===== src/hw/rtl/prcs_pkg.sv =====
`timescale 1ns / 1ps

package prcs_pkg;

    localparam int CHAR_W     = 7;
    localparam int GEN_W      = 17;
    localparam int START_W    = 16;
    localparam int PROD_W     = 23;
    localparam int CFG_ADDR_W = 1;
    localparam int CFG_DATA_W = 16;
    localparam int TDATA_W    = 8;

    localparam logic [6:0]        GEN_MULT   = 7'd75;
    localparam logic [GEN_W-1:0]  GEN_MOD    = 17'd65537;
    localparam logic [GEN_W-1:0]  GEN_RESET  = 17'd1;
    localparam logic [START_W-1:0] START_RESET = 16'd1;
    localparam logic [CHAR_W-1:0] PRINT_LO   = 7'd32;
    localparam logic [7:0]        PRINT_SPAN = 8'd96;

    typedef enum logic [CFG_ADDR_W-1:0] {
        REG_DECRYPT_MODE = 1'b0,
        REG_START_VALUE  = 1'b1
    } cfg_reg_t;

    // One rotation request handed to the rotate stage.
    typedef struct packed {
        logic [GEN_W-1:0]  key;
        logic [CHAR_W-1:0] char_in;
        logic              decrypt;
    } rot_req_t;

    // g*75 mod 65537: fold low 16 bits minus high bits, add modulus on borrow.
    function automatic logic [GEN_W-1:0] gen_advance(input logic [GEN_W-1:0] g);
        logic [PROD_W-1:0] p;
        logic [GEN_W-1:0]  lo;
        logic [GEN_W-1:0]  hi;
        p  = PROD_W'(g) * PROD_W'(GEN_MULT);
        lo = {1'b0, p[15:0]};
        hi = GEN_W'(p[PROD_W-1:16]);
        if (lo < hi) begin
            gen_advance = lo + GEN_MOD - hi;
        end else begin
            gen_advance = lo - hi;
        end
    endfunction

    // g mod 96 = (g/32 mod 3)*32 + g mod 32; mod 3 by summing base-4 digits.
    function automatic logic [6:0] key_mod96(input logic [GEN_W-1:0] g);
        logic [11:0] q;
        logic [4:0]  s1;
        logic [2:0]  s2;
        logic [2:0]  s3;
        logic [1:0]  r;
        q  = g[GEN_W-1:5];
        s1 = 5'(q[1:0]) + 5'(q[3:2]) + 5'(q[5:4]) + 5'(q[7:6]) + 5'(q[9:8]) + 5'(q[11:10]);
        s2 = 3'(s1[1:0]) + 3'(s1[3:2]) + 3'(s1[4]);
        s3 = 3'(s2[1:0]) + 3'(s2[2]);
        r  = (s3 >= 3'd3) ? 2'(s3 - 3'd3) : s3[1:0];
        key_mod96 = {r, g[4:0]};
    endfunction

endpackage


===== src/hw/rtl/prcs_rotate.sv =====
`timescale 1ns / 1ps

module prcs_rotate (
    input  prcs_pkg::rot_req_t                req,
    output logic [prcs_pkg::CHAR_W-1:0]       char_out
);

    logic [6:0] shift;
    logic [6:0] pos;
    logic [7:0] fwd;
    logic [7:0] bwd;
    logic [7:0] rot;

    always_comb begin
        shift = prcs_pkg::key_mod96(req.key);
        pos   = req.char_in - prcs_pkg::PRINT_LO;
        fwd   = {1'b0, pos} + {1'b0, shift};
        bwd   = {1'b0, pos} - {1'b0, shift};
        if (req.decrypt) begin
            rot = bwd[7] ? (bwd + prcs_pkg::PRINT_SPAN) : bwd;
        end else begin
            rot = (fwd >= prcs_pkg::PRINT_SPAN) ? (fwd - prcs_pkg::PRINT_SPAN) : fwd;
        end
        // control characters pass unchanged
        if (req.char_in < prcs_pkg::PRINT_LO) begin
            char_out = req.char_in;
        end else begin
            char_out = rot[6:0] + prcs_pkg::PRINT_LO;
        end
    end

endmodule


===== src/hw/rtl/prng_rotation_stream_cipher.sv =====
`timescale 1ns / 1ps
// An accepted request is registered in the key stage, then in the result stage,
// whose register drives m_tvalid. One character per cycle unless m_tready stalls;
// the generator step (constant multiply and fold) closes its loop on gen_reg.
// Reset (aresetn low, synchronous): pipeline empty, generator = 1,
// decrypt_mode = 0, start_value = 1.

module prng_rotation_stream_cipher (
    input  logic                                aclk,
    input  logic                                aresetn,
    // configuration write port
    input  logic                                cfg_we,
    input  logic [prcs_pkg::CFG_ADDR_W-1:0]     cfg_addr,
    input  logic [prcs_pkg::CFG_DATA_W-1:0]     cfg_wdata,
    // input channel
    input  logic                                s_tvalid,
    output logic                                s_tready,
    input  logic [prcs_pkg::TDATA_W-1:0]        s_tdata,   // [6:0] char_in, [7] zero
    input  logic                                s_tuser,   // [0] restart
    // result channel
    output logic                                m_tvalid,
    input  logic                                m_tready,
    output logic [prcs_pkg::TDATA_W-1:0]        m_tdata    // [6:0] char_out, [7] zero
);

    // configuration registers
    logic                              decrypt_reg;
    logic [prcs_pkg::START_W-1:0]      start_reg;

    // generator state
    logic [prcs_pkg::GEN_W-1:0]        gen_reg;
    logic [prcs_pkg::GEN_W-1:0]        gen_next;
    logic [prcs_pkg::GEN_W-1:0]        gen_base;

    // key stage: keyed character waiting for rotation
    logic                              key_valid_reg;
    logic [prcs_pkg::GEN_W-1:0]        key_reg;
    logic [prcs_pkg::CHAR_W-1:0]       char_reg;

    // result stage
    logic                              out_valid_reg;
    logic [prcs_pkg::CHAR_W-1:0]       out_char_reg;
    logic [prcs_pkg::CHAR_W-1:0]       out_char_next;

    logic                              s_accept;
    logic                              out_load;
    prcs_pkg::rot_req_t                rot_req;

    // Advance a stage whenever the stage after it is empty or draining.
    assign out_load  = !out_valid_reg || m_tready;
    assign s_tready  = !key_valid_reg || out_load;
    assign s_accept  = s_tvalid && s_tready;

    // Reload from start_value on restart, then take one generator step.
    assign gen_base = s_tuser ? {1'b0, start_reg} : gen_reg;
    assign gen_next = prcs_pkg::gen_advance(gen_base);

    always_ff @(posedge aclk) begin
        if (!aresetn) begin
            decrypt_reg <= 1'b0;
            start_reg   <= prcs_pkg::START_RESET;
        end else if (cfg_we) begin
            case (prcs_pkg::cfg_reg_t'(cfg_addr))
                prcs_pkg::REG_DECRYPT_MODE: decrypt_reg <= cfg_wdata[0];
                prcs_pkg::REG_START_VALUE:  start_reg   <= cfg_wdata;
                default: ;
            endcase
        end
    end

    // Generator moves exactly once per accepted request.
    always_ff @(posedge aclk) begin
        if (!aresetn) begin
            gen_reg <= prcs_pkg::GEN_RESET;
        end else if (s_accept) begin
            gen_reg <= gen_next;
        end
    end

    // Key stage: hold the fresh key and character until the result stage takes them.
    always_ff @(posedge aclk) begin
        if (!aresetn) begin
            key_valid_reg <= 1'b0;
        end else if (s_tready) begin
            key_valid_reg <= s_tvalid;
        end
    end

    always_ff @(posedge aclk) begin
        if (s_accept) begin
            key_reg  <= gen_next;
            char_reg <= s_tdata[prcs_pkg::CHAR_W-1:0];
        end
    end

    // Rotate within the printable range.
    assign rot_req.key     = key_reg;
    assign rot_req.char_in = char_reg;
    assign rot_req.decrypt = decrypt_reg;

    prcs_rotate u_rotate (
        .req      (rot_req),
        .char_out (out_char_next)
    );

    // Result stage: hold until the consumer takes the result.
    always_ff @(posedge aclk) begin
        if (!aresetn) begin
            out_valid_reg <= 1'b0;
        end else if (out_load) begin
            out_valid_reg <= key_valid_reg;
        end
    end

    always_ff @(posedge aclk) begin
        if (out_load && key_valid_reg) begin
            out_char_reg <= out_char_next;
        end
    end

    assign m_tvalid = out_valid_reg;
    assign m_tdata  = {1'b0, out_char_reg};

endmodule

===== config.mk =====
export PLATFORM = sky130hd
export DESIGN_NAME = prng_rotation_stream_cipher
export DESIGN_NICKNAME = d
export VERILOG_FILES = /design/src/hw/rtl/prcs_pkg.sv /design/src/hw/rtl/prcs_rotate.sv /design/src/hw/rtl/prng_rotation_stream_cipher.sv
export SDC_FILE = /design/constraint.sdc
export NUM_CORES = 1
export LEC_CHECK = 0
export BUFFER_PORTS_ARGS = -buffer_cell sky130_fd_sc_hd__buf_2
export CORE_ASPECT_RATIO = 0.5
export CORE_MARGIN = 10
export CORE_UTILIZATION = 50
export DETAILED_ROUTE_END_ITERATION = 12
export GPL_ROUTABILITY_DRIVEN = 0
export PLACE_DENSITY = 0.67
export SLEW_MARGIN = 20
export SYNTH_ARGS = -nofsm -noshare
export SYNTH_HDL_FRONTEND = slang
export SYNTH_SLANG_ARGS = --single-unit

===== constraint.sdc =====
create_clock -name aclk -period 18.6 [get_ports aclk]
set_input_delay 3.72 -clock aclk [delete_from_list [all_inputs] [get_ports aclk]]
set_output_delay 3.72 -clock aclk [all_outputs]
set_load 0.01 [all_outputs]

# Word level (Yosys, flattened, before mapping)

Cells that the tools add are included.

Bits in registers: 67
Bits of input ports: 31
Output and inout port bits: 10

Add/sub/neg operators: 18
Multiply operators: 1
$lt $le $gt $ge: 4
Mux-type cells: 7
Bitwise logic cells: 1
Reduce and logical (&&, ||, !) cells: 8

Operators with widths:

| cell                     | number |
|---|---|
| $mux W17                 | 2 |
| $mux W7                  | 4 |
| $mul A17 B7 Y23 const B  | 1 |
| $add A5 B2 Y5            | 4 |
| $add A16 B17 Y17 const B | 1 |
| $sub A16 B7 Y17          | 1 |
| $sub A17 B7 Y17          | 1 |
| $lt A16 B7 Y1            | 1 |
| $add A7 B7 Y8            | 1 |
| $ge A8 B7 Y1 const B     | 1 |
| $sub A7 B7 Y8            | 1 |
| $add A7 B6 Y7 const B    | 1 |
| $add A7 B7 Y7 const B    | 1 |
| $lt A7 B6 Y1 const B     | 1 |
| $sub A7 B6 Y7 const B    | 1 |
| $sub A7 B7 Y7 const B    | 1 |
| $add A2 B2 Y3            | 2 |
| $reduce_and A2 Y1        | 2 |
| $add A2 B1 Y3            | 1 |
| $add A3 B1 Y3            | 1 |
| $ge A3 B2 Y1 const B     | 1 |
| $logic_and A1 B1 Y1      | 2 |
| $logic_not A1 Y1         | 2 |
| $logic_or A1 B1 Y1       | 2 |
| 3 further kinds          | 3 |

# Depth between registers and ports, before layout

Word-level depth: 16
Depth in mapped cells: 30

# Hierarchy

Synthesis repeated with hierarchy kept, for this count alone.

Cells, all modules: 869
Area total of the unflattened synthesis: 7736.2 sq um

Modules (own cells, without submodules):

| module                      | times used | cells an instance | area each (sq um) |
|---|---|---|---|
| prng_rotation_stream_cipher | 1          | 697               | 6403.6 |
| prcs_rotate                 | 1          | 172               | 1332.5 |

# Worst setup path before layout

No wires, ideal clock.

Path type: input to register
Start: input port s_tuser
End: register key_reg[15] (netlist bit) (data pin)
Setup time: 254 ps
Arrival time: 10447 ps
Required time: 18346 ps
Setup slack: 7899 ps
Stages: 29
Buffers on the path: 3
Cells stage by stage: clkbuf_1 buf_1 mux2i_1 inv_1 ha_1 ha_1 inv_1 fa_1 inv_1 fa_1 ha_1 buf_6 a211oi_4 o211ai_1 a311oi_1 a21oi_1 a31o_2 o41ai_4 xor2_1 ha_1 inv_1 fa_1 nand2b_1 a2111oi_1 a211oi_1 a21oi_1 a31oi_1 xnor2_1 a21o_1

Word-level cells in the longest chain between the ends: 5
Elaborated cells on any way between the ends: 7

Ends and longest elaborated chain:

| element                     | RTL line                          | source |
|---|---|---|
| start: declaration          | prng_rotation_stream_cipher.sv:19 | `input logic s_tuser,` |
| $mux W17 (*)                | prng_rotation_stream_cipher.sv:55 | `assign gen_base = s_tuser ? {1'b0, start_reg} : gen_reg;` |
| $mul A17 B7 Y23 (*)         | prcs_pkg.sv:37                    | `p = PROD_W'(g) * PROD_W'(GEN_MULT);` |
| $add A16 B17 Y17            | prcs_pkg.sv:41                    | `gen_advance = lo + GEN_MOD - hi;` |
| $sub A17 B7 Y17             | prcs_pkg.sv:41                    |  |
| $mux W17 (*)                | prcs_pkg.sv:40                    | `if (lo < hi) begin` |
| named net gen_next, one bit | prng_rotation_stream_cipher.sv:32 | `logic [prcs_pkg::GEN_W-1:0] gen_next;` |
| end signal: assignment      | prng_rotation_stream_cipher.sv:91 | `key_reg <= gen_next;` |
| end: declaration            | prng_rotation_stream_cipher.sv:37 | `logic [prcs_pkg::GEN_W-1:0] key_reg;` |

Mark *: on every way through the listed nets, which the timed path passes. The rest lies on a longest branch.
A chain may end at the register's enable or synchronous reset.

# Worst setup path after layout

Ends and elaborated chain as after synthesis.

==> run_results.csv <==
group,metric,value,unit
setup_path,cp-start-kind,"input pin",
finish,multiInputGateArea,5524,um^2
timing,skew,0.009496,ns
setup_path,max_stage_delay,0.55,ns
global_route,grt-ovfl-total,0,
drt,avgViaCountPerCell,5.499,
timing,fin_crit,11.04,ns
setup_path,ff2ff_setup_slack,11.13,ns
drt,routedWlPerCell,15.79,um
drt,drc,0,
setup_path,r2r-end,"key_reg[15]",
job,cap_violations,0,
global_route,grt_max_degree,39,
clocking,htreeDepth,3,
synthesis,yosysWarnings,0,
setup_path,critPathArrivalTime,11.12,ns
finish,nNetsFinal,1092,
worst_hold_path,hold_path.class,"register to register",
timing,setup_viol,0,
finish,fin_cells,1110,
synthesis,seq_area_frac_synth,20.99,%
timing,min_period_over_period,59.36,%
timing,fin_tns_setup,0,ns
drt,drt-initial-drc-count,262,
timing,hold_viol,0,
place,dp_cells,1094,
timing,holdWs,0.4606,ns
clocking,cts_buffers,9,
global_route,grt_pass1_vias,5850,
drt,antenna_left,0,
synthesis,synthTopCellsByArea,"ha_1, edfxtp_1, fa_1",
floorplanning,core_area,15410,um^2
floorplanning,initial_utilization,51.06,%
floorplanning,die_area,21460,um^2
finish,antennaDiodeCount,0,
synthesis,synth_mux_area_share,4.610,%
timing,rsz0062_at_grt,"no",
drt,drt_pre_antenna_iters,4,
setup_path,critical_path_buf_inv_count,5,
timing,max_freq,90.57,MHz
clocking,post_cts_buffers,0,
timing,drv_slew,0,
timing,slew-limit-headroom,42.43,%
setup_path,r2r_cells,26,
clocking,cts.clk_slew.worst_paths,0.05,ns
setup_path,rr_startpoint,"start_reg[5]",
floorplanning,rows,32,
synthesis,syn_area,7870,um^2
setup_path,critPathTopFamily,"adder cells",
synthesis,synth-simple-area-share,12.21,%
synthesis,synth_top_family_by_area,"adder cells",
clocking,cts_buffer_depth,2,
synthesis,synthAdderAreaFrac,29.44,%
clocking,cts-root-buf,"clkbuf_16",
worst_hold_path,min_path_cells,2,
setup_path,cp.depth,27,
global_route,groute.usage.overall,16.17,%
setup_path,crit_type,"input pin to register",
place,place_hpwl,14530,um
finish,final_common_cell,"inv_1",
finish,seqCellArea,1652,um^2
setup_path,worstPathRequired,18.68,ns
setup_path,worstSetupStartpoint,"s_tuser",
status,status,"finished, final reports clean",
floorplanning,die_y,108.7,um
synthesis,synth_edf_count,31,
global_route,grt_pass1_wl,28210,um
clocking,cts_hold_buf,0,
synthesis,synth-xor-area-share,6.264,%
setup_path,end_kind,"register",
clocking,cts.sinks,67,
place,portBuffers,38,
clocking,insertion_delay,0.33,ns
finish,n_fill_cell,1399,
drt,num_vias,6104,
floorplanning,ios,41,
synthesis,synthArstFlopShare,0,%
synthesis,synthDominantCellAreaShare,18.76,%
setup_path,crit_path_top_delay_cell,"nor4b_1",
synthesis,ys_seq_elements,67,
finish,most-common-layout-cells,"inv_1, ha_1, nand2_1",
floorplanning,die_w,197.4,um
setup_path,cp-endpoint,"key_reg[15]",
timing,tightest_slew,0.8501,ns
global_route,antenna_found_initial,0,
finish,area_growth,8.204,%
finish,drive_gt1_share,10.60,%
clocking,post_cts_resized,0,
clocking,cts_tree,"yes",
synthesis,synthFlopType,"dfxtp_1",
synthesis,syn_area_per_cell,8.974,um^2
setup_path,cp_max_fo,17,
drt,drt_wl_total,17530,um
synthesis,synth_compound_area_share,17.62,%
synthesis,yosysUniqueCellTypes,82,
synthesis,syn_nets,1068,
synthesis,yosys.area.top_type,"ha_1",
synthesis,syn_inst,877,
-- cell usage after synthesis, types with 19 or more instances --
master / count
a21o_1: 19
a21oi_1: 38
dfxtp_1: 36
edfxtp_1: 31
fa_1: 42
ha_1: 118
inv_1: 151
nand2_1: 82
nor2_1: 36
o21ai_0: 36
xnor2_1: 27
xor2_1: 22
-- routing by layer --
| metal | GRT usage, % | wire [um] | up-vias |
|---|---|---|---|
| li1 | - | - | 3015 |
| met1 | 21.13 | 8256 | 2964 |
| met2 | 28.59 | 8341 | 112 |
| met3 | 1.968 | 763 | 13 |
| met4 | 2.999 | 170 | 0 |
| met5 | 0 | 0 | - |
-- cell families after synthesis --
group | Yosys count
and+or+nand+nor | 197
muxes | 32
DFF | 67
adders and majority gates | 160
AOI/OAI and AO/OA | 191
xor gates and xnor gates | 52
other | 1
buffers and inverters | 177
-- final cells by class --
class,instances,share of cell area (%)
flip-flops and latches,67,19.39
repair buffers,39,2.321
clock inverters,6,0.8228
multi-input cells,633,64.87
inverters,151,6.656
clock buffers,10,2.939
well taps,204,2.997
-- per-stage QoR --
step / util [%] / instance area, um^2 / setup slack, ns
floorplan: - / 7870 / 7.899
global placement: 53.17 / 8195 / 7.344
detailed placement: 53.17 / 8195 / 7.324
CTS: 55.24 / 8516 / 7.595
global route: 55.24 / 8516 / 7.094
finish: 55.24 / 8516 / 7.558
-- how the worst min path moves through the flow --
stage | startpoint | end | slack, ns
2_1_floorplan | gen_reg[16] | gen_reg[16] | 0.44
3_3_place_gp | gen_reg[16] | gen_reg[16] | 0.45
3_5_place_dp | gen_reg[16] | gen_reg[16] | 0.46
4_1_cts | gen_reg[16] | gen_reg[16] | 0.46
5_1_grt | start_reg[10] | start_reg[10] | 0.49
6_report | gen_reg[16] | gen_reg[16] | 0.46
-- worst reg2reg max path: cells and delay by family, from the launching register on --
kind	cells	cell delay [ns]
and+or+nand+nor	2	0.81
DFF	1	0.31
adders and majority gates	7	2.70
xor gates and xnor gates	2	0.34
buffers and inverters	4	0.36
AOI/OAI and AO/OA	10	2.30
muxes	1	0.39
Power is left out: the tool's default activity adds up to more than one toggle a clock period on the data nets, which glitch-free logic cannot reach.
